$ cat config.mk
export PLATFORM = sky130hd
export DESIGN_NAME = ps2_mouse_packet_decoder
export DESIGN_NICKNAME = d
export VERILOG_FILES = /design/src/rtl/ps2md_pkg.sv /design/src/rtl/ps2_mouse_packet_decoder.sv
export SDC_FILE = /design/constraint.sdc
export NUM_CORES = 1
export LEC_CHECK = 0
export BUFFER_PORTS_ARGS = -buffer_cell sky130_fd_sc_hd__clkbuf_2
export CORE_ASPECT_RATIO = 0.5
export CORE_MARGIN = 2
export CORE_UTILIZATION = 50
export DETAILED_ROUTE_END_ITERATION = 16
export GPL_TIMING_DRIVEN = 1
export PLACE_DENSITY = 0.76
export RECOVER_POWER = 100
export SLEW_MARGIN = 40
export SYNTH_ARGS = -nofsm -noshare
export SYNTH_HDL_FRONTEND = slang
export SYNTH_SLANG_ARGS = --single-unit
$ cat constraint.sdc
create_clock -name clk -period 6.5 [get_ports clk]
set_input_delay 1.3 -clock clk [delete_from_list [all_inputs] [get_ports clk]]
set_output_delay 1.3 -clock clk [all_outputs]
set_load 0.01 [all_outputs]
$ cat src/rtl/ps2md_pkg.sv
`default_nettype none
// ----------------------------------------------------------------------------
// PS/2 mouse decoder package
// Event codes, register indexes, slot layout and the motion saturation helper.
// ----------------------------------------------------------------------------
package ps2md_pkg;

  typedef enum logic [1:0] {
    EV_PRESSED  = 2'd0,
    EV_RELEASED = 2'd1,
    EV_SCROLLED = 2'd2,
    EV_MOVED    = 2'd3
  } ev_kind_t;

  localparam int unsigned CFG_IDX_W = 2;
  localparam int unsigned CFG_DAT_W = 2;

  localparam logic [CFG_IDX_W-1:0] CFG_WHEEL_PRESENT = 2'd0;
  localparam logic [CFG_IDX_W-1:0] CFG_FIVE_BUTTONS  = 2'd1;
  localparam logic [CFG_IDX_W-1:0] CFG_MOTION_SCALE  = 2'd2;

  // Pending event slots, drained lowest first: buttons 0..4, scroll, move
  localparam int unsigned NUM_BUTTONS = 5;
  localparam int unsigned SLOT_SCROLL = 5;
  localparam int unsigned SLOT_MOVE   = 6;
  localparam int unsigned NUM_SLOTS   = 7;

  typedef logic [NUM_SLOTS-1:0] slot_mask_t;

  // Clamp an 18-bit signed sum into the 16-bit accumulator range
  function automatic logic signed [15:0] sat16(input logic signed [17:0] v);
    logic signed [15:0] r;
    if (v > 18'sd32767) begin
      r = 16'sh7fff;
    end else if (v < -18'sd32768) begin
      r = 16'sh8000;
    end else begin
      r = v[15:0];
    end
    return r;
  endfunction

endpackage
`default_nettype wire

$ cat src/rtl/ps2_mouse_packet_decoder.sv
`default_nettype none
// ----------------------------------------------------------------------------
// PS/2 mouse packet decoder
// Assembles mouse bytes into 3- or 4-byte packets and emits button, scroll and
// accumulated motion events.
// ----------------------------------------------------------------------------
// Each input transaction carries either one mouse byte or a flush request.
// Bytes are gathered into packets of three bytes, or four when wheel_present
// or five_buttons is set; a first byte without bit 3 set is dropped to regain
// sync. A finished packet produces a press or release event for each button
// whose level changed (buttons 0..2, then 3..4 in five-button mode) followed
// by a scroll event for a nonzero wheel value if wheel_present is set; its
// X and negated Y motion, doubled when bit 1 of motion_scale is set, go
// into saturating 16-bit accumulators. A flush emits one move event when
// either accumulator is nonzero and clears both. The last event caused by
// an input transaction has last_of_run set. Timing: an accepted transaction
// is decoded out of the input register into a pending-event register, which
// drains into the output register one event per cycle while the output is
// not stalled. A transaction yields at most six events. The next transaction
// is taken into the input register while the previous events are still
// draining, so bytes may arrive every cycle unless in_stall holds them.
// Configuration writes are always ready and are to be issued only while the
// block is idle.
// ----------------------------------------------------------------------------
module ps2_mouse_packet_decoder
  import ps2md_pkg::*;
(
  input  wire                  clk,
  input  wire                  rst_n,

  input  wire                  cfg_valid,
  output logic                 cfg_ready,
  input  wire  [CFG_IDX_W-1:0] cfg_index,
  input  wire  [CFG_DAT_W-1:0] cfg_data,

  input  wire                  in_valid,
  output logic                 in_stall,
  input  wire                  in_action,
  input  wire  [7:0]           in_data_byte,

  output logic                 out_valid,
  input  wire                  out_stall,
  output logic [1:0]           out_event_kind,
  output logic [2:0]           out_button_index,
  output logic signed [7:0]    out_scroll_amount,
  output logic signed [15:0]   out_move_x,
  output logic signed [15:0]   out_move_y,
  output logic                 out_last_of_run
);

  // --------------------------------------------------------------------------
  // Configuration registers
  // --------------------------------------------------------------------------
  logic       wheel_r;
  logic       five_r;
  logic [1:0] scale_r;

  assign cfg_ready = 1'b1;

  always_ff @(posedge clk) begin
    if (!rst_n) begin
      wheel_r <= 1'b0;
      five_r  <= 1'b0;
      scale_r <= 2'd1;
    end else if (cfg_valid && cfg_ready) begin
      unique case (cfg_index)
        CFG_WHEEL_PRESENT: wheel_r <= cfg_data[0];
        CFG_FIVE_BUTTONS:  five_r  <= cfg_data[0];
        CFG_MOTION_SCALE:  scale_r <= cfg_data;
        default: ;  // unmapped index: drop the write
      endcase
    end
  end

  // --------------------------------------------------------------------------
  // Registers
  // --------------------------------------------------------------------------
  // input stage
  logic        in_vld_r, in_vld_nxt;
  logic        in_act_r;
  logic [7:0]  in_byte_r;

  // decoder state
  logic [1:0]                pos_r, pos_nxt;
  logic [7:0]                store_r [3];
  logic [NUM_BUTTONS-1:0]    levels_r, levels_nxt;
  logic signed [15:0]        pend_x_r, pend_x_nxt;
  logic signed [15:0]        pend_y_r, pend_y_nxt;

  // pending events of the current transaction
  slot_mask_t                mask_r, mask_nxt;
  logic [NUM_BUTTONS-1:0]    press_r;
  logic signed [7:0]         scroll_r;
  logic signed [15:0]        mvx_r;
  logic signed [15:0]        mvy_r;

  // output register
  logic                      out_vld_r, out_vld_nxt;
  ev_kind_t                  out_kind_r;
  logic [2:0]                out_btn_r;
  logic signed [7:0]         out_scroll_r;
  logic signed [15:0]        out_mx_r;
  logic signed [15:0]        out_my_r;
  logic                      out_last_r;

  // --------------------------------------------------------------------------
  // Drain: pick the lowest pending slot when the output register frees up
  // --------------------------------------------------------------------------
  logic       out_adv;
  logic       drain;
  logic [2:0] pick_idx;
  slot_mask_t pick_bit;
  slot_mask_t mask_after;
  logic       proc;

  always_comb begin
    pick_idx = '0;
    pick_bit = '0;
    for (int i = NUM_SLOTS - 1; i >= 0; i--) begin
      if (mask_r[i]) begin
        pick_idx = 3'(i);
        pick_bit = slot_mask_t'(1) << i;
      end
    end
  end

  assign out_adv    = !out_vld_r || !out_stall;
  assign drain      = out_adv && (mask_r != '0);
  assign mask_after = drain ? (mask_r & ~pick_bit) : mask_r;

  // Decode the held transaction once all earlier events have left the
  // pending register (or leave it this cycle).
  assign proc     = in_vld_r && (mask_after == '0);
  assign in_stall = in_vld_r && !proc;

  // --------------------------------------------------------------------------
  // Packet decode
  // --------------------------------------------------------------------------
  logic                   len4;
  logic                   drop;
  logic                   complete;
  logic                   store_we;
  logic [7:0]             b0, b1, b2, b3;
  logic [NUM_BUTTONS-1:0] lv;
  logic signed [8:0]      xm, ym;
  logic signed [9:0]      xs, yneg;
  logic signed [10:0]     ys;
  logic signed [17:0]     sum_x, sum_y;
  logic signed [7:0]      wheel;
  slot_mask_t             new_mask;

  always_comb begin
    len4     = wheel_r || five_r;
    drop     = (pos_r == 2'd0) && !in_byte_r[3];
    complete = !drop && ((pos_r == 2'd3) || ((pos_r == 2'd2) && !len4));
    store_we = proc && !in_act_r && !drop && (pos_r != 2'd3);

    b0 = store_r[0];
    b1 = store_r[1];
    b2 = (pos_r == 2'd2) ? in_byte_r : store_r[2];
    b3 = in_byte_r;

    // new button levels; buttons 3 and 4 keep their level outside five-button mode
    lv[2:0] = b0[2:0];
    lv[4:3] = five_r ? b3[5:4] : levels_r[4:3];

    // nine-bit two's complement motion, sign bits in byte 0
    xm   = {b0[4], b1};
    ym   = {b0[5], b2};
    xs   = scale_r[1] ? {xm, 1'b0} : {xm[8], xm};
    yneg = -{ym[8], ym};
    ys   = scale_r[1] ? {yneg, 1'b0} : {yneg[9], yneg};
    sum_x = {{2{pend_x_r[15]}}, pend_x_r} + {{8{xs[9]}}, xs};
    sum_y = {{2{pend_y_r[15]}}, pend_y_r} + {{7{ys[10]}}, ys};

    wheel = five_r ? {{4{b3[3]}}, b3[3:0]} : b3;

    new_mask   = '0;
    levels_nxt = levels_r;
    pend_x_nxt = pend_x_r;
    pend_y_nxt = pend_y_r;
    pos_nxt    = pos_r;

    if (proc) begin
      if (in_act_r) begin
        // flush: one move event, then clear the accumulators
        new_mask[SLOT_MOVE] = (pend_x_r != '0) || (pend_y_r != '0);
        pend_x_nxt = '0;
        pend_y_nxt = '0;
      end else if (complete) begin
        new_mask[NUM_BUTTONS-1:0] = lv ^ levels_r;
        new_mask[SLOT_SCROLL]     = wheel_r && (wheel != '0);
        levels_nxt = lv;
        pend_x_nxt = sat16(sum_x);
        pend_y_nxt = sat16(sum_y);
        pos_nxt    = 2'd0;
      end else if (!drop) begin
        pos_nxt = pos_r + 2'd1;
      end
    end

    mask_nxt    = proc ? new_mask : mask_after;
    in_vld_nxt  = (in_valid && !in_stall) ? 1'b1 : (proc ? 1'b0 : in_vld_r);
    out_vld_nxt = drain ? 1'b1 : (out_adv ? 1'b0 : out_vld_r);
  end

  // --------------------------------------------------------------------------
  // Control registers
  // --------------------------------------------------------------------------
  always_ff @(posedge clk) begin
    if (!rst_n) begin
      in_vld_r  <= 1'b0;
      out_vld_r <= 1'b0;
      mask_r    <= '0;
      pos_r     <= 2'd0;
      levels_r  <= '0;
      pend_x_r  <= '0;
      pend_y_r  <= '0;
    end else begin
      in_vld_r  <= in_vld_nxt;
      out_vld_r <= out_vld_nxt;
      mask_r    <= mask_nxt;
      pos_r     <= pos_nxt;
      levels_r  <= levels_nxt;
      pend_x_r  <= pend_x_nxt;
      pend_y_r  <= pend_y_nxt;
    end
  end

  // --------------------------------------------------------------------------
  // Payload registers
  // --------------------------------------------------------------------------
  always_ff @(posedge clk) begin
    // capture the transaction
    if (in_valid && !in_stall) begin
      in_act_r  <= in_action;
      in_byte_r <= in_data_byte;
    end
    // hold packet bytes
    if (store_we) begin
      store_r[pos_r] <= in_byte_r;
    end
    // event payload for the drain
    if (proc) begin
      press_r  <= lv;
      scroll_r <= wheel;
      mvx_r    <= pend_x_r;
      mvy_r    <= pend_y_r;
    end
  end

  // Load the output register from the selected slot
  always_ff @(posedge clk) begin
    if (drain) begin
      out_last_r   <= (mask_after == '0);
      out_btn_r    <= '0;
      out_scroll_r <= '0;
      out_mx_r     <= '0;
      out_my_r     <= '0;
      unique case (pick_idx) inside
        [3'd0:3'(NUM_BUTTONS-1)]: begin
          out_kind_r <= press_r[pick_idx] ? EV_PRESSED : EV_RELEASED;
          out_btn_r  <= pick_idx;
        end
        3'(SLOT_SCROLL): begin
          out_kind_r   <= EV_SCROLLED;
          out_scroll_r <= scroll_r;
        end
        3'(SLOT_MOVE): begin
          out_kind_r <= EV_MOVED;
          out_mx_r   <= mvx_r;
          out_my_r   <= mvy_r;
        end
        default: begin
          out_kind_r <= EV_MOVED;
        end
      endcase
    end
  end

  assign out_valid         = out_vld_r;
  assign out_event_kind    = out_kind_r;
  assign out_button_index  = out_btn_r;
  assign out_scroll_amount = out_scroll_r;
  assign out_move_x        = out_mx_r;
  assign out_move_y        = out_my_r;
  assign out_last_of_run   = out_last_r;

  // --------------------------------------------------------------------------
  // Assertions
  // --------------------------------------------------------------------------
  // Pending events move to a free output register right away.
  a_drain_moves: assert property (@(posedge clk) disable iff (!rst_n)
    (mask_r != '0 && out_adv) |=> out_vld_r)
    else $error("pending event not moved to output");

  // A result that is not the last of its run has more events behind it.
  a_run_continues: assert property (@(posedge clk) disable iff (!rst_n)
    (out_vld_r && !out_last_r) |-> (mask_r != '0))
    else $error("run ended without last_of_run");

  // A flush clears both accumulators.
  a_flush_clears: assert property (@(posedge clk) disable iff (!rst_n)
    (proc && in_act_r) |=> (pend_x_r == '0 && pend_y_r == '0))
    else $error("accumulators not cleared by flush");

  // The input register is never overwritten while it still holds a transaction.
  a_no_overrun: assert property (@(posedge clk) disable iff (!rst_n)
    (in_vld_r && !proc) |=> (in_vld_r && $stable(in_byte_r) && $stable(in_act_r)))
    else $error("held transaction lost");

endmodule
`default_nettype wire
==> flow_summary.json, run 1 <==
{
  "vdd.ir_drop.worst_uv": 222,
  "vias": 6254,
  "setup_violations": 0,
  "p_int_mw": 1.76,
  "yosysWarnings": 0,
  "seq_area_frac_synth_pct": 53.6,
  "synthCells": 784,
  "synth_nets": 841,
  "synth-edff-count": 121,
  "arrival_ps": 5630,
  "grt_max_degree": 49,
  "wl_per_cell_um": 16.6,
  "die_area_um2": 18500,
  "grt_pass1_wl_mm": 28.7,
  "drv_cap": 4,
  "syn_to_final_growth_pct": 11.6,
  "yosysMostFrequentCell": "edfxtp_1",
  "root_buffer": "clkbuf_16",
  "min_path_type": "flop to flop",
  "cts_sinks": 172,
  "synth_mux_area_share_pct": 4.12,
  "slew_viol_final": 139,
  "rsz0062_at_grt": "false",
  "antenna_found_initial": 0,
  "drt-pass1-iter-count": 6,
  "utilization_pct": 58.1,
  "powerDensity_nw_per_um2": 239,
  "p_sw_share_pct": 23.8,
  "viasPerCell": 5.80,
  "yosysUniqueCellTypes": 70,
  "fin_area_um2": 9690,
  "rr_startpoint": "pos_r[0]",
  "violations": "capacitance limit, slew limit",
  "place_hpwl_mm": 12.6,
  "synth_simple_gate_area_share_pct": 13.9,
  "clockPowerShare_pct": 45.1,
  "core_um2": 16700,
  "critical_path_class": "flop to flop",
  "die_h_um": 97.2,
  "cts_setup_buffers": 0,
  "clock_latency_ps": 430,
  "synthTopCellsByCount": "edfxtp_1 (121), a21oi_1 (95), and2_1 (59)",
  "p_seq_share_pct": 52.0,
  "overflow": 0,
  "clock_skew_ps": 9.17,
  "synth_top_family_by_area": "compound AO/OA/AOI/OAI gates",
  "cp-startpoint": "pos_r[0]",
  "power_leakage_nw": 3.51,
  "drive_above_1_share_pct": 10.1,
  "totalWireLength_mm": 17.9,
  "io_buffers": 65,
  "insertedDiodeCount": 0,
  "hold_viol_final": 0,
  "grt_pass1_vias": 5649,
  "cts_hold_buf": 0,
  "nets": 896,
  "synth_top_cell_by_area": "edfxtp_1",
  "synth_xor_area_share_pct": 3.43,
  "synth_seq_cells": 172,
  "drtAntennaViolNets": 0,
  "layout_min_cycle_time_ps": 5310,
  "ys_top_cells_by_area": "edfxtp_1 (42%), dfxtp_1 (12%), a21oi_1 (5.5%)",
  "tightest_slew_ps": 3000,
  "cts_tree": "done",
  "power.total_mw": 2.31,
  "gp_congestion": 0.914,
  "htreeDepth": 4,
  "ys.flop_type": "edfxtp_1",
  "cts-buffers-inserted": 17,
  "synth_top_area_share_pct": 41.9,
  "clock.fmax_mhz": 188,
  "fin_crit_sh_pct": 81.7,
  "synth-compound-area-share_pct": 16.7,
  "p_sw_mw": 0.550,
  "setup_tns_ps": 0,
  "initial_core_util_pct": 52.0,
  "synth_fa_ha_area_share_pct": 5.91,
  "grt.total_usage_pct": 19.7,
  "status": "complete, but fails checks",
  "synthArstFlopShare_pct": 0,
  "post_dp_cell_area_um2": 9200,
  "drc": 0,
  "cp-end-kind": "flop",
  "pwr-share-comb_pct": 3.0,
  "clk_pin_slew_ps": 70,
  "syn_area_per_cell_um2": 11.1,
  "placementRows": 33,
  "min_from": "store_r[0][1]",
  "crit_required_ps": 6820,
  "cts_resized": 0,
  "crit_fanout": 21,
  "fp.dieW_um": 190,
  "drtIter0Drc": 797,
  "startpoint_type": "flop",
  "clockBufferDepth": 2,
  "synthesis.area_um2": 8680,
  "max_slew_margin_pct": -100,
  "io_pins": 67
}
[layout make-up]
class	instances	area [um^2]
fillers	1415	6990
flip-flops and latches	172	4660
multi-input cells	565	3790
clock buffers	17	425
repair buffers	71	297
well taps	227	284
clock inverters	15	194
inverters	12	45.0
[per-stage QoR]
| stage | setup WS, ps | instances | hold WS (ps) |
|---|---|---|---|
| after floorplan | 1760 | 784 | 451 |
| after global routing | 797 | 1079 | 513 |
| final | 1190 | 1079 | 498 |
| after CTS | 1240 | 1079 | 497 |
| after global placement | 1490 | 1047 | 476 |
| after detailed placement | 1290 | 1047 | 481 |
[state kept, by name (all words and copies together), names as in the netlist, 3 cells and up]
register           cells
press_r                5
pend_x_r              16
pend_y_r              16
mask_r                 7
out_move_y            16
out_button_index       3
levels_r               5
mvy_r                 16
out_scroll_amount      8
b3                     8
scroll_r               8
store_r               21
mvx_r                 16
out_move_x            16
[worst max-delay path, stage by stage, from the launching register on]
cell      delay, ps
dfxtp_1         350
inv_1            90
ha_1            660
mux2i_1         420
ha_1            270
o21ai_0         140
o21bai_1        220
nor2_1          140
xnor2_1          90
nor2_1           90
a21oi_1          50
ha_1            400
nand4_1         130
or3_1           430
a211o_1         290
and3_1          190
or4_1           850
a311oi_1        360
[final timing paths]
check / endpoint / slack, ps / cells past startpoint
worst max-delay path: pend_y_r[14] / 1190 / 17
worst min-delay path: press_r[1] / 500 / 0
worst max register to register: pend_y_r[14] / 1190 / 17
worst min register to register: press_r[1] / 500 / 0
[cells in the final DEF, fill, tap and decap left out, types with 19 or more instances in the layout]
master      n
o21ai_0    52
a21oi_1    95
and2_1     35
nor2_1     48
dfxtp_1    50
xor2_1     19
mux2i_1    20
ha_1       37
edfxtp_1  121
and2_0     24
nand2_1    57
clkbuf_1   53
[metal layers]
| metal | up-vias | wire length (um) | global-route usage [%] | share of wire, % |
|---|---|---|---|---|
| li1 | 3053 | - | - | - |
| met4 | 0 | 147 | 5.19 | 0.82 |
| met5 | - | 0 | 0 | 0 |
| met2 | 230 | 8200 | 30.7 | 46 |
| met1 | 2957 | 8210 | 28.3 | 46 |
| met3 | 14 | 1340 | 3.72 | 7.5 |
[cells by family after synthesis]
logic type                 Yosys count
AOI/OAI and AO/OA                  225
xor gates and xnor gates            34
adders and majority gates           40
buffers and inverters               47
DFF                                172
muxes                               33
other                                1
and+or+nand+nor                    232
[power by group through the flow]
stage / Sequential (mW) / Combinational [mW] / Clock, mW
after floorplan: 1.22 / 0.0528 / 0
after global placement: 1.23 / 0.0669 / 0
after detailed placement: 1.23 / 0.0688 / 0
after CTS: 1.20 / 0.0691 / 1.06
after global routing: 1.20 / 0.0766 / 1.10
final: 1.20 / 0.0687 / 1.04
Power figures use the tool's default switching activity.
==> inputs of run 2 (changes only) <==
clock period = 5.3 ns   (was 6.5 ns; I/O delays follow)
==> run 2 against run 1 <==
Compared with the run above: the flow still finishes with violations (capacitance limit, slew limit); hold slack hardly changed; largest cell class unchanged; combinational power is 26% higher; highest routed layer unchanged; largest power group unchanged; sequential power is 23% higher.
==> flow_summary.json, run 2 (synthesis gave the netlist of run 1 again) <==
{
  "io_pins": 67,
  "viasPerCell": 5.74,
  "drive_above_1_share_pct": 9.47,
  "htreeDepth": 4,
  "max_slew_margin_pct": -35.4,
  "initial_core_util_pct": 52.0,
  "clock_latency_ps": 430,
  "nets": 899,
  "fin_area_um2": 9650,
  "powerDensity_nw_per_um2": 288,
  "clockPowerShare_pct": 44.0,
  "totalWireLength_mm": 19.0,
  "tightest_slew_ps": 2030,
  "layout_commonest_cell": "edfxtp_1",
  "hold_depth": 0,
  "cts_tree": "done",
  "insertedDiodeCount": 0,
  "grt.total_usage_pct": 21.0,
  "cts_resized": 0,
  "setup_violations": 0,
  "max_stage_delay_ps": 1600,
  "regArea_um2": 4650,
  "p_int_mw": 2.18,
  "vias": 6212,
  "layout_min_cycle_time_ps": 4770,
  "drc": 0,
  "drtAntennaViolNets": 0,
  "min_to": "mvx_r[10]",
  "path_cells": "nor4_1 -> nand3_1 -> a311oi_1 -> and2_0 -> clkbuf_2",
  "power_leakage_nw": 3.49,
  "crit_required_ps": 5380,
  "grt_max_degree": 49,
  "ff2ff_path_depth": 5,
  "min_path_type": "flop to flop",
  "fill_cells": 1412,
  "drtIter0Drc": 632,
  "arrival_ps": 4850,
  "cts_sinks": 172,
  "utilization_pct": 57.8,
  "io_buffers": 65,
  "crit_fanout": 31,
  "core_um2": 16700,
  "slew_viol_final": 65,
  "cts-buffers-inserted": 17,
  "overflow": 0,
  "p_sw_mw": 0.602,
  "placementRows": 33,
  "pwr-share-comb_pct": 3.1,
  "drt-pass1-iter-count": 5,
  "critical-path-top-delay-family": "simple AND/OR/NAND/NOR gates",
  "die_area_um2": 18500,
  "grt_pass1_wl_mm": 30.4,
  "rr_startpoint": "mask_r[3]",
  "hold_viol_final": 0,
  "violations": "capacitance limit, slew limit",
  "critical_path_class": "flop to flop",
  "die_h_um": 97.2,
  "status": "complete, but fails checks",
  "rsz0062_at_grt": "false",
  "min_from": "pend_x_r[10]",
  "drv_cap": 2,
  "fin_crit_sh_pct": 90.0,
  "clockBufferDepth": 2,
  "fp.dieW_um": 190,
  "cts_setup_buffers": 0,
  "gp_congestion": 0.916,
  "path_buf_inv": 1,
  "setup_tns_ps": 0,
  "clk_pin_slew_ps": 70,
  "p_sw_share_pct": 21.6,
  "largest_reg_flops": 21,
  "place_hpwl_mm": 13.3,
  "multiInputGateArea_um2": 3770,
  "r2r_slack_ps": 530,
  "clock.fmax_mhz": 210,
  "grt_pass1_vias": 5814,
  "power.total_mw": 2.78,
  "antenna_found_initial": 0,
  "final_cell_mix": "edfxtp_1 (121), a21oi_1 (95), nand2_1 (57), clkbuf_1 (56), o21ai_0 (52)",
  "r2r_end": "mvx_r[3]",
  "startpoint_type": "flop",
  "clock_skew_ps": 11.4,
  "regMostFlops": "store_r",
  "cp-end-kind": "flop",
  "post_dp_cell_area_um2": 9220,
  "cts_hold_buf": 0,
  "p_seq_share_pct": 52.9,
  "syn_to_final_growth_pct": 11.2,
  "vdd.ir_drop.worst_uv": 227,
  "stdcell_count": 1082,
  "wl_per_cell_um": 17.5,
  "cpMaxStageDelayCell": "and2_0",
  "dp.cells": 1050,
  "root_buffer": "clkbuf_16"
}
-- run 2: per-layer routing --
metal / global-route usage [%] / wire, um
met4: 5.55 / 225
met5: 0 / 0
met2: 32.0 / 8670
met3: 4.84 / 1050
met1: 30.0 / 9040
-- run 2: cell type report --
cell class	count	area share, %
flip-flops and latches	172	48.2
clock buffers	20	4.53
inverters	12	0.467
well taps	227	2.94
multi-input cells	565	39.1
repair buffers	74	3.28
clock inverters	12	1.44
-- run 2: metrics by stage --
step / setup WS [ps] / hold slack (ps)
2_1_floorplan: 556 / 451
3_3_place_gp: 774 / 483
3_5_place_dp: 661 / 485
4_1_cts: 607 / 500
5_1_grt: 142 / 509
6_report: 528 / 498
-- run 2: how the worst max path moves through the flow --
stage                   start            to  cells past startpoint
finish              mask_r[3]      mvx_r[3]                      5
global route        mask_r[2]      mvx_r[3]                      5
CTS                  pos_r[0]   pend_y_r[0]                     17
detailed placement   pos_r[0]  pend_y_r[14]                     17
global placement     pos_r[0]  pend_y_r[14]                     17
floorplan            pos_r[0]  pend_y_r[10]                     21
-- run 2: power by group through the flow --
stage               Clock (mW)  Sequential, mW  Combinational, mW
finish                    1.22            1.47             0.0866
CTS                       1.24            1.47             0.0878
global route              1.30            1.47             0.0963
global placement             0            1.50             0.0856
floorplan                    0            1.49             0.0648
detailed placement           0            1.50             0.0872
